--- config.mk ---
export PLATFORM = sky130hd
export DESIGN_NAME = pulse_rate_tachometer
export DESIGN_NICKNAME = d
export VERILOG_FILES = /design/src/hdl/prt_pkg.sv /design/src/hdl/prt_div.sv /design/src/hdl/pulse_rate_tachometer.sv
export SDC_FILE = /design/constraint.sdc
export NUM_CORES = 1
export LEC_CHECK = 0
export CAP_MARGIN = 40
export CORE_ASPECT_RATIO = 1.25
export CORE_UTILIZATION = 25
export CTS_BUF_LIST = sky130_fd_sc_hd__clkbuf_2
export DETAILED_ROUTE_END_ITERATION = 10
export DONT_BUFFER_PORTS = 1
export PLACE_DENSITY_LB_ADDON = 0.08
export SLEW_MARGIN = 10
export SYNTH_ARGS = -nofsm -noshare
export SYNTH_HDL_FRONTEND = slang
export SYNTH_SLANG_ARGS = --single-unit
--- constraint.sdc ---
create_clock -name clk -period 7.55 [get_ports clk]
set_input_delay 1.1325 -clock clk [delete_from_list [all_inputs] [get_ports clk]]
set_output_delay 1.1325 -clock clk [all_outputs]
set_load 0.05 [all_outputs]
--- src/hdl/prt_pkg.sv ---
// ----------------------------------------------------------------------------
// prt_pkg: shared constants of the pulse rate tachometer
// Register indexes, register reset values and the rate scale factor.
// ----------------------------------------------------------------------------
package prt_pkg;

  // scale from pulses per tick to pulses per minute at one tick per ms
  localparam int          SCALE_W    = 16;
  localparam logic [15:0] RATE_SCALE = 16'd60000;

  localparam int CFG_INDEX_W = 3;

  localparam logic [CFG_INDEX_W-1:0] REG_ENABLE          = 3'd0;
  localparam logic [CFG_INDEX_W-1:0] REG_WINDOW_TICKS    = 3'd1;
  localparam logic [CFG_INDEX_W-1:0] REG_MIN_RATE        = 3'd2;
  localparam logic [CFG_INDEX_W-1:0] REG_MAX_RATE        = 3'd3;
  localparam logic [CFG_INDEX_W-1:0] REG_SIGNAL_TIMEOUT  = 3'd4;
  localparam logic [CFG_INDEX_W-1:0] REG_MIN_STABLE_RATE = 3'd5;
  localparam logic [CFG_INDEX_W-1:0] REG_LOCKOUT_TICKS   = 3'd6;

  localparam logic        RST_ENABLE          = 1'b1;
  localparam logic [15:0] RST_WINDOW_TICKS    = 16'd1000;
  localparam logic [15:0] RST_MIN_RATE        = 16'd50;
  localparam logic [15:0] RST_MAX_RATE        = 16'd5000;
  localparam logic [15:0] RST_SIGNAL_TIMEOUT  = 16'd2000;
  localparam logic [15:0] RST_MIN_STABLE_RATE = 16'd100;
  localparam logic [7:0]  RST_LOCKOUT_TICKS   = 8'd10;

endpackage

--- src/hdl/prt_div.sv ---
// ----------------------------------------------------------------------------
// prt_div: serial rate divider
// Computes pulses * 60000 / elapsed: a multiply state, then a restoring
// divide that retires one quotient bit per cycle.
// ----------------------------------------------------------------------------
module prt_div #(
  parameter int COUNT_WIDTH = 16
) (
  input  logic                                    clk,
  input  logic                                    rst,
  input  logic                                    start,
  input  logic [COUNT_WIDTH-1:0]                  pulses,
  input  logic [COUNT_WIDTH-1:0]                  elapsed,
  output logic                                    done,
  output logic [COUNT_WIDTH+prt_pkg::SCALE_W-1:0] quotient
);

  localparam int QW     = COUNT_WIDTH + prt_pkg::SCALE_W;
  localparam int STEP_W = $clog2(QW + 1);

  localparam logic [1:0] D_IDLE = 2'd0;
  localparam logic [1:0] D_MUL  = 2'd1;
  localparam logic [1:0] D_DIV  = 2'd2;

  logic [1:0]             state;
  logic [COUNT_WIDTH-1:0] pulses_q;
  logic [COUNT_WIDTH-1:0] divisor;
  logic [QW-1:0]          quot;
  logic [COUNT_WIDTH:0]   rem;
  logic [STEP_W-1:0]      step;

  logic [COUNT_WIDTH:0]   rem_shift;
  logic                   fits;

  assign rem_shift = {rem[COUNT_WIDTH-1:0], quot[QW-1]};
  assign fits      = rem_shift >= {1'b0, divisor};

  always_ff @(posedge clk) begin
    if (rst) begin
      state <= D_IDLE;
      done  <= 1'b0;
    end else begin
      done <= 1'b0;
      unique case (state)
        D_IDLE: begin
          if (start) begin
            pulses_q <= pulses;
            divisor  <= elapsed;
            state    <= D_MUL;
          end
        end
        D_MUL: begin
          quot  <= QW'(pulses_q) * QW'(prt_pkg::RATE_SCALE);
          rem   <= '0;
          step  <= STEP_W'(QW);
          state <= D_DIV;
        end
        D_DIV: begin
          if (fits) begin
            rem  <= rem_shift - {1'b0, divisor};
            quot <= {quot[QW-2:0], 1'b1};
          end else begin
            rem  <= rem_shift;
            quot <= {quot[QW-2:0], 1'b0};
          end
          step <= step - 1'b1;
          if (step == STEP_W'(1)) begin
            state <= D_IDLE;
            done  <= 1'b1;
          end
        end
        default: begin
          state <= D_IDLE;
        end
      endcase
    end
  end

  assign quotient = quot;

endmodule

--- src/hdl/pulse_rate_tachometer.sv ---
// ----------------------------------------------------------------------------
// pulse_rate_tachometer: gated window tachometer
// One beat per millisecond tick; counts debounced pulses over a window and
// turns the count into pulses per minute with a serial divider.
// ----------------------------------------------------------------------------
// flow: a tick passes S_DONE, or S_CALC and then S_DONE when it closes a
//   window with pulses and the divider runs; in_stall holds off new ticks
//   until the result beat of the current one is loaded
// reset: registers take their defaults, counters and rate clear, no result held
module pulse_rate_tachometer #(
  parameter int COUNT_WIDTH = 16
) (
  input  logic                            clk,
  input  logic                            rst,
  input  logic                            in_valid,
  output logic                            in_stall,
  input  logic                            pulse_edge,
  input  logic                            clear,
  output logic                            out_valid,
  input  logic                            out_stall,
  output logic [15:0]                     rate_rpm,
  output logic                            receiving,
  output logic                            signal_valid,
  output logic                            window_done,
  input  logic                            cfg_valid,
  output logic                            cfg_ready,
  input  logic [prt_pkg::CFG_INDEX_W-1:0] cfg_index,
  input  logic [15:0]                     cfg_data
);

  localparam int QW    = COUNT_WIDTH + prt_pkg::SCALE_W;
  localparam int CMP_W = (COUNT_WIDTH > 16) ? COUNT_WIDTH : 16;
  localparam logic [COUNT_WIDTH-1:0] CNT_MAX = {COUNT_WIDTH{1'b1}};

  localparam logic [1:0] S_IDLE = 2'd0;
  localparam logic [1:0] S_CALC = 2'd1;
  localparam logic [1:0] S_DONE = 2'd2;

  // configuration registers
  logic        enable;
  logic [15:0] window_ticks;
  logic [15:0] min_rate;
  logic [15:0] max_rate;
  logic [15:0] signal_timeout;
  logic [15:0] min_stable_rate;
  logic [7:0]  lockout_ticks;

  // measurement state
  logic [1:0]             state;
  logic [COUNT_WIDTH-1:0] ticks_since_pulse;
  logic [COUNT_WIDTH-1:0] window_pulses;
  logic [COUNT_WIDTH-1:0] window_elapsed;
  logic [15:0]            rate_value;
  logic                   done_flag;

  logic                   accept;
  logic [COUNT_WIDTH-1:0] ticks_inc;
  logic [COUNT_WIDTH-1:0] elapsed_inc;
  logic [COUNT_WIDTH-1:0] pulses_inc;
  logic                   take_pulse;
  logic [COUNT_WIDTH-1:0] ticks_next;
  logic [COUNT_WIDTH-1:0] pulses_next;
  logic                   window_close;
  logic                   div_start;
  logic                   div_done;
  logic [QW-1:0]          div_quot;

  assign cfg_ready = 1'b1;

  always_ff @(posedge clk) begin
    if (rst) begin
      enable          <= prt_pkg::RST_ENABLE;
      window_ticks    <= prt_pkg::RST_WINDOW_TICKS;
      min_rate        <= prt_pkg::RST_MIN_RATE;
      max_rate        <= prt_pkg::RST_MAX_RATE;
      signal_timeout  <= prt_pkg::RST_SIGNAL_TIMEOUT;
      min_stable_rate <= prt_pkg::RST_MIN_STABLE_RATE;
      lockout_ticks   <= prt_pkg::RST_LOCKOUT_TICKS;
    end else if (cfg_valid && cfg_ready) begin
      unique case (cfg_index)
        prt_pkg::REG_ENABLE:          enable          <= cfg_data[0];
        prt_pkg::REG_WINDOW_TICKS:    window_ticks    <= cfg_data;
        prt_pkg::REG_MIN_RATE:        min_rate        <= cfg_data;
        prt_pkg::REG_MAX_RATE:        max_rate        <= cfg_data;
        prt_pkg::REG_SIGNAL_TIMEOUT:  signal_timeout  <= cfg_data;
        prt_pkg::REG_MIN_STABLE_RATE: min_stable_rate <= cfg_data;
        prt_pkg::REG_LOCKOUT_TICKS:   lockout_ticks   <= cfg_data[7:0];
        default: begin
        end
      endcase
    end
  end

  assign in_stall = (state != S_IDLE);
  assign accept   = in_valid && !in_stall;

  // timers advance first, then the lockout test, then the window test
  always_comb begin
    ticks_inc    = (ticks_since_pulse == CNT_MAX) ? ticks_since_pulse
                                                  : ticks_since_pulse + 1'b1;
    elapsed_inc  = (window_elapsed == CNT_MAX) ? window_elapsed : window_elapsed + 1'b1;
    pulses_inc   = (window_pulses == CNT_MAX) ? window_pulses : window_pulses + 1'b1;
    take_pulse   = pulse_edge && (CMP_W'(ticks_inc) > CMP_W'(lockout_ticks));
    ticks_next   = take_pulse ? '0 : ticks_inc;
    pulses_next  = take_pulse ? pulses_inc : window_pulses;
    window_close = (CMP_W'(elapsed_inc) >= CMP_W'(window_ticks))
                   || (elapsed_inc == CNT_MAX);
  end

  assign div_start = accept && !clear && enable && window_close && (pulses_next != '0);

  prt_div #(
    .COUNT_WIDTH (COUNT_WIDTH)
  ) u_div (
    .clk      (clk),
    .rst      (rst),
    .start    (div_start),
    .pulses   (pulses_next),
    .elapsed  (elapsed_inc),
    .done     (div_done),
    .quotient (div_quot)
  );

  always_ff @(posedge clk) begin
    if (rst) begin
      state             <= S_IDLE;
      ticks_since_pulse <= '0;
      window_pulses     <= '0;
      window_elapsed    <= '0;
      rate_value        <= '0;
      done_flag         <= 1'b0;
      out_valid         <= 1'b0;
    end else begin
      if (out_valid && !out_stall) begin
        out_valid <= 1'b0;
      end
      unique case (state)
        S_IDLE: begin
          if (accept) begin
            if (clear || !enable) begin
              ticks_since_pulse <= '0;
              window_pulses     <= '0;
              window_elapsed    <= '0;
              rate_value        <= '0;
              done_flag         <= 1'b0;
              state             <= S_DONE;
            end else begin
              ticks_since_pulse <= ticks_next;
              done_flag         <= window_close;
              if (window_close) begin
                window_pulses  <= '0;
                window_elapsed <= '0;
                if (pulses_next == '0 && CMP_W'(ticks_next) > CMP_W'(signal_timeout)) begin
                  rate_value <= '0;
                end
              end else begin
                window_pulses  <= pulses_next;
                window_elapsed <= elapsed_inc;
              end
              state <= div_start ? S_CALC : S_DONE;
            end
          end
        end
        S_CALC: begin
          if (div_done) begin
            priority if (div_quot < QW'(min_rate)) begin
              rate_value <= '0;
            end else if (div_quot > QW'(max_rate)) begin
              // out of range, old rate kept
            end else begin
              rate_value <= div_quot[15:0];
            end
            state <= S_DONE;
          end
        end
        S_DONE: begin
          if (!out_valid || !out_stall) begin
            out_valid <= 1'b1;
            state     <= S_IDLE;
          end
        end
        default: begin
          state <= S_IDLE;
        end
      endcase
    end
  end

  // result beat, loaded when leaving S_DONE
  always_ff @(posedge clk) begin
    if (state == S_DONE && (!out_valid || !out_stall)) begin
      rate_rpm     <= rate_value;
      receiving    <= CMP_W'(ticks_since_pulse) < CMP_W'(signal_timeout);
      signal_valid <= (CMP_W'(ticks_since_pulse) < CMP_W'(signal_timeout))
                      && (rate_value >= min_stable_rate);
      window_done  <= done_flag;
    end
  end

  a_accept_then_busy: assert property (@(posedge clk) disable iff (rst)
    (in_valid && !in_stall) |=> in_stall)
    else $error("new tick taken while previous still in work");

  a_div_done_in_calc: assert property (@(posedge clk) disable iff (rst)
    div_done |-> (state == S_CALC))
    else $error("divider finished outside rate calculation");

  a_result_from_done: assert property (@(posedge clk) disable iff (rst)
    $rose(out_valid) |-> ($past(state) == S_DONE))
    else $error("result beat raised without finished tick");

  a_window_cleared: assert property (@(posedge clk) disable iff (rst)
    (state == S_DONE && done_flag) |-> (window_elapsed == '0 && window_pulses == '0))
    else $error("window counters not cleared on window close");

endmodule

==> results.ini <==
[drt]
drc=0
drt-initial-drc-count=540
antenna_left=0
vias=13700
wire_per_inst_um=18.0
firstDrtPassIters=5
wl_mm=52.8
via_per_inst=4.65

[job]
drv_cap=0

[sta]
min_period_ns=6.39
finalClockSkew_ns=0.0986
worstMarginPinSlew_ns=0.825
fmax_ghz=0.156
slew_violations=0
timing.final.ws_setup_ns=1.16
rsz0062_at_grt=no
finalHoldViolCount=0
slew_headroom_pct=45.0
setup_violations=0
tns_ns=0
post-route-period-util_pct=84.7

[logic_synthesis]
syn_area_per_cell_um2=9.29
synthesis.nets=2202
synth-seq-cells=265
yosysTopAreaCellShare_pct=18.0
synth_xor_area_share_pct=3.16
synth_top_family_by_area=adder cells
synth_largest_area_cell=dfxtp_1
yosys.area_share.simple_pct=17.4
ys_async_sr_fraction_pct=0
yosysMostFrequentCell=nand2_1
yosys_warnings=0
yosysSeqAreaShare_pct=35.8
ys.flop_type=dfxtp_1
muxShareOfSynthArea_pct=2.99
synthAdderAreaFrac_pct=21.3
synth_area_leaders=dfxtp_1 (18%), edfxtp_1 (18%), ha_1 (14%), fa_1 (7.0%), nand2_1 (4.9%)
synthCells=1911
synth_compound_area_share_pct=13.8
ys_types=69
syn_area_um2=17800
synthTopCellsByCount=nand2_1 (234), ha_1 (203), inv_1 (172), dfxtp_1 (160), a21oi_1 (133)
synth_edf_count=105

[critical_path]
reg2reg_depth=27
crit_start=ticks_since_pulse[0]
worstReg2RegEnd=rate_value[13]
arrival_ns=7.34
crit_required_ns=8.49
path_max_fanout=16
reg2reg_slack_ns=1.16
startpoint_type=flop
path_class=flop to flop
timing.rr.start=ticks_since_pulse[0]
critPathCaptureType=flop

[grt]
antenna_found_initial=6
gr-total-overflow=0
grt_max_degree=134
grt_pass1_vias=14200
grt.total_usage_pct=15.0
grt_first_pass_wirelength_mm=83.0

[min_path]
hold_start=cfg_data[1]
holdPathEnd=max_rate[1]
holdPathStages=2
worstHoldPathType=input port to flop

[floorplanning]
num_io_pins=48
die_area_um2=72100
core_area_um2=69900
start_util_pct=25.4
die_w_um=240
die_h_um=300
row_count=108

[clocking]
holdBufCountCts=3
cts_resized=0
clk_transition_reported_paths_ns=0.11
clk_path_buf_depth=3
cts_sinks=265
insertion_delay_ns=1.08
cts.htree.levels=3
cts-root-buf=clkbuf_2
cts_buffers=80
cts_tree=built
post_cts_buffers=0

[cells_and_area]
fin_nets=2228
fin_area_um2=19700
nFillCells=7541
syn_to_final_growth_pct=11.0
drive_gt1_share_pct=9.44
fin_util_pct=28.2
largest_reg_flops=32

[pwr]
irDropWorstVdd_mv=0.0766
power_w=0.00289
p_leak_nw=8.22
pwr_density_cell_nw_per_um2=147

[run_status]
status=finished, final reports clean

[placed_design]
pre_cts_ws_ns=1.11
place_congestion=0.827
io_buffers=0
placed_area_um2=18900
dp_hpwl_mm=39.1

-- routing by layer --
layer / global-route usage (%) / wire [um]
met1: 17.4 / 22400
met2: 27.0 / 26900
met3: 2.96 / 2010
met4: 5.52 / 1460
met5: 0 / 13
-- how the worst max path moves through the flow --
stage | endpoint | slack [ns] | depth (start not counted)
after floorplan | u_div.divisor[0] | 0.99 | 19
after global placement | rate_value[12] | 1.29 | 26
after detailed placement | rate_value[7] | 1.11 | 27
after CTS | rate_value[7] | 1.10 | 27
after global routing | rate_value[6] | 0.51 | 27
final | rate_value[13] | 1.16 | 27
-- layout by cell type, fill, tap and decap left out, types with 16 or more instances in the layout --
master | Yosys | layout
nand2_1 | 234 | 234
ha_1 | 203 | 202
inv_1 | 172 | 172
dfxtp_1 | 160 | 160
a21oi_1 | 133 | 132
clkbuf_2 | 0 | 124
nor2_1 | 123 | 123
edfxtp_1 | 105 | 105
fa_1 | 62 | 62
o21ai_0 | 58 | 58
xnor2_1 | 45 | 45
nand4_1 | 41 | 41
a22oi_1 | 40 | 40
nand2b_1 | 37 | 37
nand3_1 | 35 | 35
mux2i_1 | 35 | 35
nor2b_1 | 34 | 32
nor3_1 | 30 | 27
a211o_1 | 26 | 26
and2_1 | 24 | 24
and3_1 | 21 | 21
a21o_1 | 21 | 21
nor4_1 | 19 | 19
xor2_1 | 19 | 19
clkinv_1 | 0 | 18
o21a_1 | 17 | 17
mux2_2 | 16 | 16
-- kinds of logic after synthesis --
kind of cell | after synthesis
mux | 51
compound gates | 375
simple gates | 638
other cells | 1
flops | 265
xor+xnor | 64
buf+inv | 252
fa+ha+maj | 265
-- through the flow --
step                      hold slack (ns)  instances
final                               0.177       2942
after global routing               0.0486       2942
after detailed placement            0.438       2787
after CTS                         0.00236       2938
after global placement              0.432       2779
after floorplan                     0.409       1911
-- cell type report --
class / count / area (um^2) / area share, %
Antenna cell: 4 / 10.0 / 0.0508
Clock buffer: 124 / 621 / 3.15
Clock inverter: 24 / 184 / 0.933
Inverter: 172 / 646 / 3.28
Multi-Input combinational cell: 1394 / 10500 / 53.1
Sequential cell: 265 / 6360 / 32.2
Tap cell: 935 / 1170 / 5.93
Timing Repair Buffer: 24 / 263 / 1.33
-- worst max-delay path, cell delays in order (launching register included) --
cell	delay (ns)
dfxtp_1	0.47
ha_1	0.29
nand3_1	0.14
nor2_1	0.41
nand2_1	0.36
nand4_1	0.27
nor2_1	0.09
xor2_1	0.33
ha_1	0.33
a21oi_1	0.13
o21ai_0	0.09
o21a_1	0.12
a211o_1	0.31
o31a_1	0.41
buf_6	0.22
nor3_1	0.21
ha_1	0.28
o21a_1	0.11
o21ai_0	0.14
nand2b_1	0.07
a211oi_1	0.20
o21ai_0	0.13
a21oi_1	0.19
nor3_1	0.06
nand4_1	0.15
a41o_1	0.23
buf_4	0.34
mux2i_1	0.23
-- report_power, final --
part / total, W / switching [W] / internal, W
combinational: 0.000116 / 0.0000742 / 0.0000420
sequential: 0.00152 / 0.0000239 / 0.00149
clock: 0.00126 / 0.000719 / 0.000542
(Power assumes the default switching activity.)
